**config.mk**
```make
export PLATFORM = sky130hd
export DESIGN_NAME = cfir_ctrl
export DESIGN_NICKNAME = d
export VERILOG_FILES = /design/src/sv/assert_macros.svh /design/src/sv/cfir_pkg.sv /design/src/sv/cfir_ctrl.sv
export SDC_FILE = /design/constraint.sdc
export NUM_CORES = 1
export LEC_CHECK = 0
export BUFFER_PORTS_ARGS = -buffer_cell sky130_fd_sc_hd__buf_4
export CORE_MARGIN = 2
export CORE_UTILIZATION = 35
export CTS_CLUSTER_SIZE = 25
export DETAILED_ROUTE_END_ITERATION = 7
export PLACE_DENSITY = 0.63
export SYNTH_ARGS = -nofsm -noshare
export SYNTH_HDL_FRONTEND = slang
export SYNTH_SLANG_ARGS = --single-unit
```
**constraint.sdc**
```tcl
create_clock -name clk -period 5.13 [get_ports clk]
set_input_delay 0.7695 -clock clk [delete_from_list [all_inputs] [get_ports clk]]
set_output_delay 0.7695 -clock clk [all_outputs]
set_load 0.1 [all_outputs]
```
**src/sv/assert_macros.svh**
```systemverilog
// Assertion macros used by the complex FIR filter core.
// Depends on nothing; the including module must have clk and rst_n.
`ifndef ASSERT_MACROS_SVH
`define ASSERT_MACROS_SVH

// Checks that cons holds in the same cycle whenever ante holds.
`define ASSERT_IMPL(label, ante, cons) \
    label: assert property (@(posedge clk) disable iff (!rst_n) (ante) |-> (cons)) \
        else $error("same-cycle check failed");

// Checks that cons holds in the cycle after ante holds.
`define ASSERT_NEXT(label, ante, cons) \
    label: assert property (@(posedge clk) disable iff (!rst_n) (ante) |=> (cons)) \
        else $error("next-cycle check failed");

`endif

```
**src/sv/cfir_pkg.sv**
```systemverilog
// Package for the complex FIR filter: widths, command codes and the
// command and status structs between controller and datapath. No dependencies.
package cfir_pkg;

    localparam int MAX_TAPS = 64;
    localparam int SAMPLE_W = 16;
    localparam int COEF_W   = 16;
    localparam int IDX_W    = $clog2(MAX_TAPS);
    localparam int CNT_W    = IDX_W + 1;
    localparam int CMD_W    = 2;
    localparam int CFG_IDX_W  = 2;
    localparam int CFG_DATA_W = 7;
    localparam int PROD_W   = SAMPLE_W + COEF_W;
    localparam int SUM_W    = PROD_W + 1;
    localparam int ACC_W    = SUM_W + IDX_W + 1;
    localparam int SHIFT    = COEF_W - 1;

    localparam logic signed [ACC_W-1:0] RND_HALF = ACC_W'(1) << (COEF_W - 2);
    localparam logic signed [ACC_W-1:0] SAT_HI   = (ACC_W'(1) << (SAMPLE_W - 1)) - ACC_W'(1);
    localparam logic signed [ACC_W-1:0] SAT_LO   = -SAT_HI - ACC_W'(1);

    localparam logic [CMD_W-1:0] CMD_FILTER = 2'd0;
    localparam logic [CMD_W-1:0] CMD_LOAD   = 2'd1;
    localparam logic [CMD_W-1:0] CMD_CLEAR  = 2'd2;

    localparam logic [CFG_IDX_W-1:0] REG_TAP_COUNT = 2'd0;
    localparam logic [CFG_IDX_W-1:0] REG_REAL_MODE = 2'd1;

    typedef struct packed {
        logic             tap_wr;
        logic             dl_clear;
        logic             start;
        logic             issue;
        logic             first;
        logic [IDX_W-1:0] rd_k;
        logic             finish;
        logic             real_mode;
    } cfir_cmd_t;

    typedef struct packed {
        logic pipe_busy;
        logic out_busy;
    } cfir_sts_t;

endpackage

```
**src/sv/cfir_ctrl.sv**
```systemverilog
// Controller of the complex FIR filter: configuration registers, the tap
// sequencer state machine and the input handshake. Depends on cfir_pkg.
module cfir_ctrl (
    input  logic                               clk,
    input  logic                               rst_n,
    input  logic                               in_valid,
    output logic                               in_stall,
    input  logic [cfir_pkg::CMD_W-1:0]         cmd,
    input  logic                               cfg_valid,
    output logic                               cfg_ready,
    input  logic [cfir_pkg::CFG_IDX_W-1:0]     cfg_index,
    input  logic [cfir_pkg::CFG_DATA_W-1:0]    cfg_data,
    output cfir_pkg::cfir_cmd_t                dp_cmd,
    input  cfir_pkg::cfir_sts_t                dp_sts
);
    import cfir_pkg::*;

    typedef enum logic [1:0] {ST_IDLE, ST_ISSUE, ST_DRAIN, ST_FINISH} state_t;

    state_t           state_reg, state_next;
    logic [CNT_W-1:0] k_reg, k_next;
    logic [CNT_W-1:0] m_reg, m_next;
    logic [CNT_W-1:0] tap_count_reg, tap_count_next;
    logic             real_mode_reg, real_mode_next;
    logic [CNT_W-1:0] m_clamp;
    logic             accept;

    assign in_stall  = (state_reg != ST_IDLE);
    assign cfg_ready = 1'b1;
    assign accept    = in_valid && !in_stall;

    always_comb
    begin
        if (tap_count_reg == '0)
        begin
            m_clamp = CNT_W'(1);
        end
        else if (tap_count_reg > CNT_W'(MAX_TAPS))
        begin
            m_clamp = CNT_W'(MAX_TAPS);
        end
        else
        begin
            m_clamp = tap_count_reg;
        end
    end

    always_comb
    begin
        state_next     = state_reg;
        k_next         = k_reg;
        m_next         = m_reg;
        tap_count_next = tap_count_reg;
        real_mode_next = real_mode_reg;

        dp_cmd           = '0;
        dp_cmd.real_mode = real_mode_reg;
        dp_cmd.rd_k      = k_reg[IDX_W-1:0];
        dp_cmd.first     = (k_reg == '0);

        if (cfg_valid && cfg_ready)
        begin
            if (cfg_index == REG_TAP_COUNT)
            begin
                tap_count_next = CNT_W'(cfg_data);
            end
            else if (cfg_index == REG_REAL_MODE)
            begin
                real_mode_next = cfg_data[0];
            end
        end

        unique case (state_reg)
            ST_IDLE:
            begin
                if (accept)
                begin
                    if (cmd == CMD_FILTER)
                    begin
                        dp_cmd.start = 1'b1;
                        k_next       = '0;
                        m_next       = m_clamp;
                        state_next   = ST_ISSUE;
                    end
                    else if (cmd == CMD_LOAD)
                    begin
                        dp_cmd.tap_wr = 1'b1;
                    end
                    else if (cmd == CMD_CLEAR)
                    begin
                        dp_cmd.dl_clear = 1'b1;
                    end
                end
            end
            ST_ISSUE:
            begin
                dp_cmd.issue = 1'b1;
                k_next       = k_reg + CNT_W'(1);
                if (k_next == m_reg)
                begin
                    state_next = ST_DRAIN;
                end
            end
            ST_DRAIN:
            begin
                if (!dp_sts.pipe_busy)
                begin
                    state_next = ST_FINISH;
                end
            end
            ST_FINISH:
            begin
                if (!dp_sts.out_busy)
                begin
                    dp_cmd.finish = 1'b1;
                    state_next    = ST_IDLE;
                end
            end
            default:
            begin
                state_next = ST_IDLE;
            end
        endcase
    end

    always_ff @(posedge clk or negedge rst_n)
    begin
        if (!rst_n)
        begin
            state_reg     <= ST_IDLE;
            k_reg         <= '0;
            m_reg         <= CNT_W'(1);
            tap_count_reg <= CNT_W'(1);
            real_mode_reg <= 1'b0;
        end
        else
        begin
            state_reg     <= state_next;
            k_reg         <= k_next;
            m_reg         <= m_next;
            tap_count_reg <= tap_count_next;
            real_mode_reg <= real_mode_next;
        end
    end

endmodule

```
==> impl_metrics.py <==
metrics = {
    "status": {
        "status": "finished, final reports clean",
    },
    "drt": {
        "route.met2.wl_um": 1460,
        "via_per_inst": 4.87,
        "first_pass_iters": 4,
        "routed_wl_um": 2830,
        "routedWlPerCell_um": 12.9,
        "m1WireLength_um": 1230,
        "vias": 1072,
        "top_layer_used": "met4",
        "drcViolationCount": 0,
        "met3_wirelength_um": 112,
        "antenna_left": 0,
        "drt_iter0_drc": 73,
    },
    "yosys": {
        "yosysSeqAreaShare_pct": 41.6,
        "syn_area_um2": 1450,
        "synthCells": 148,
        "synth_cell_types": 40,
        "synthesis.nets": 171,
        "ys_seq_elements": 24,
        "yosys.area.top_type_share_pct": 38.0,
        "ys_warn_count": 0,
        "ys_top_cells_by_area": "dfrtp_1 38%, mux2_2 6.2%, ha_1 5.2%",
        "syn_area_per_cell_um2": 9.80,
        "yosysTopAreaCell": "dfrtp_1",
    },
    "timing": {
        "tns_ps": 0,
        "slew_viol_final": 0,
        "whs_ps": 387,
        "period_needed_ps": 2850,
        "fin_worst_skew_ps": 0.554,
        "setup_viol": 0,
        "rsz0062_at_grt": "no",
        "tightest_slew_ps": 710,
        "maxSlewHeadroom_pct": 52.4,
        "max_freq_mhz": 351,
        "hold_viol_final": 0,
        "min_period_over_period_pct": 55.5,
    },
    "clock_tree": {
        "cts_tree": "yes",
        "htree_num_levels": 1,
        "cts_made_buffers": 3,
        "clk_latency_ps": 260,
        "cts_resized": 0,
        "cts_hold_buf": 0,
        "cts.sinks": 24,
        "cts_setup_buffers": 0,
        "clk_path_buf_depth": 2,
        "root_buffer": "clkbuf_8",
        "clk_pin_slew_worst_paths_ps": 80,
    },
    "floorplan": {
        "die_h_um": 68.4,
        "start_util_pct": 36.3,
        "num_io_pins": 32,
        "placementRows": 23,
        "fp.dieW_um": 68.4,
        "core_um2": 4000,
        "die-area_um2": 4670,
    },
    "worst_setup_path": {
        "worst_ep_required_time_ps": 4360,
        "cp-end-kind": "output pin",
        "crit_type": "flop to output pin",
        "critPathLaunchType": "flop",
        "crit_arrival_ps": 2080,
        "cp_max_fo": 14,
    },
    "power": {
        "p_int_uw": 331,
        "p_leak_nw": 0.762,
        "p_sw_share_pct": 22.5,
        "irDropWorstVdd_uv": 149,
        "p_comb_share_pct": 12.3,
        "p_switching_uw": 96.1,
        "sequentialPowerShare_pct": 49.6,
        "p_per_area_nw_per_um2": 247,
        "clock_power_share_pct": 38.0,
    },
    "placement": {
        "gp_congestion": 0.818,
        "port_buffers": 30,
        "hpwl_um": 2230,
    },
    "finish": {
        "nNetsFinal": 194,
        "drive_above_1_share_pct": 30.0,
        "diodes": 0,
        "area_growth_pct": 19.2,
    },
    "grt": {
        "grt.total_usage_pct": 13.7,
        "antenna_found_initial": 0,
        "grt_pass1_wl_um": 4690,
        "overflow": 0,
        "first_global_vias": 1027,
        "grt_max_degree": 25,
    },
    "job": {
        "drv_cap": 0,
    },
    "min_path": {
        "hold_path.class": "input pin to asynchronous set/reset pin",
    },
}
==> path summary, 6_finish.rpt <==
check                      depth (start not counted)         end    startpoint  slack (ps)
setup reg to reg                                   8    k_reg[5]  state_reg[0]        2910
hold reg to reg                                    2    m_reg[0]      m_reg[0]         480
max in group asynchronous                          1    m_reg[0]         rst_n        4450
min in group clk                                   2    m_reg[0]      m_reg[0]         480
setup / recovery                                   6  dp_cmd[10]  state_reg[0]        2280
hold / removal                                     1    k_reg[6]         rst_n         390
==> stage by stage <==
stage / setup WS [ps] / total power [mW] / utilization [%] / area (um^2) / cells
global route: 2130 / 0.452 / 43.2 / 1730 / 220
CTS: 2280 / 0.435 / 43.2 / 1730 / 220
detailed placement: 2440 / 0.270 / 41.4 / 1660 / 216
finish: 2280 / 0.427 / 43.2 / 1730 / 220
floorplan: 1120 / 0.250 / - / 1450 / 148
global placement: 2470 / 0.267 / 41.4 / 1660 / 216
==> cell usage in the layout, fill, tap and decap left out, drive strengths merged, types with 4 or more instances in the layout <==
cell type,instances
nor2,7
buf,30
nand2b,8
mux2,9
xnor2,4
inv,7
nor3b,4
nand2,15
dfrtp,22
o21ai,15
ha,6
==> power by group through the flow <==
stage / Sequential [mW] / Combinational [mW] / Clock (mW)
5_1_grt: 0.214 / 0.0578 / 0.180
6_report: 0.212 / 0.0527 / 0.162
3_3_place_gp: 0.215 / 0.0517 / 0
3_5_place_dp: 0.216 / 0.0536 / 0
4_1_cts: 0.212 / 0.0537 / 0.169
2_1_floorplan: 0.213 / 0.0371 / 0
==> cell type report <==
class                      count  area [um^2]
inverter                       7         26.3
clock inverter                 1         30.0
multi-input combinational    105          739
clock buffer                   3         41.3
fill                         389         2270
sequential                    24          603
tap                           50         62.6
timing repair buffer          30          225
==> synth_stat cells (all sizes together) <==
library cell	count
nor3b	4
clkbuf	2
buf	10
conb	1
dfstp	2
nor3	3
o21bai	1
or4b	1
a21o	1
dfrtp	22
o21ai	15
mux2	9
nor2b	3
nand3b	1
a31o	1
nand2	15
ha	6
o31ai	3
mux2i	2
a22oi	2
a21oi	3
xnor2	4
a31oi	2
nand4	1
or3	2
xor2	3
nand3	3
nor2	7
nor4	1
a22o	2
inv	7
nand2b	8
and3	1
==> critical path, cell delays in order (launching register included) <==
cell	delay [ps]
dfrtp_1	410
inv_1	110
ha_1	210
nand2_1	100
or3_1	490
inv_1	190
buf_4	310
==> per-layer routing <==
metal  global-route usage [%]  up-vias
li1                         -      542
met1                     16.5      506
met2                     24.2       22
met3                     2.96        2
met4                     4.50        0
met5                        0        -
==> cells by family after synthesis <==
family          after synthesis  share of synthesized area [%]
mux                          11                           8.63
xor+xnor                      7                           4.23
buf+inv                      19                           7.42
compound gates               30                           13.0
fa+ha+maj                     6                           5.18
simple gates                 50                           19.7
other cells                   1                          0.259
flops                        24                           41.6
(Power assumes the default switching activity.)
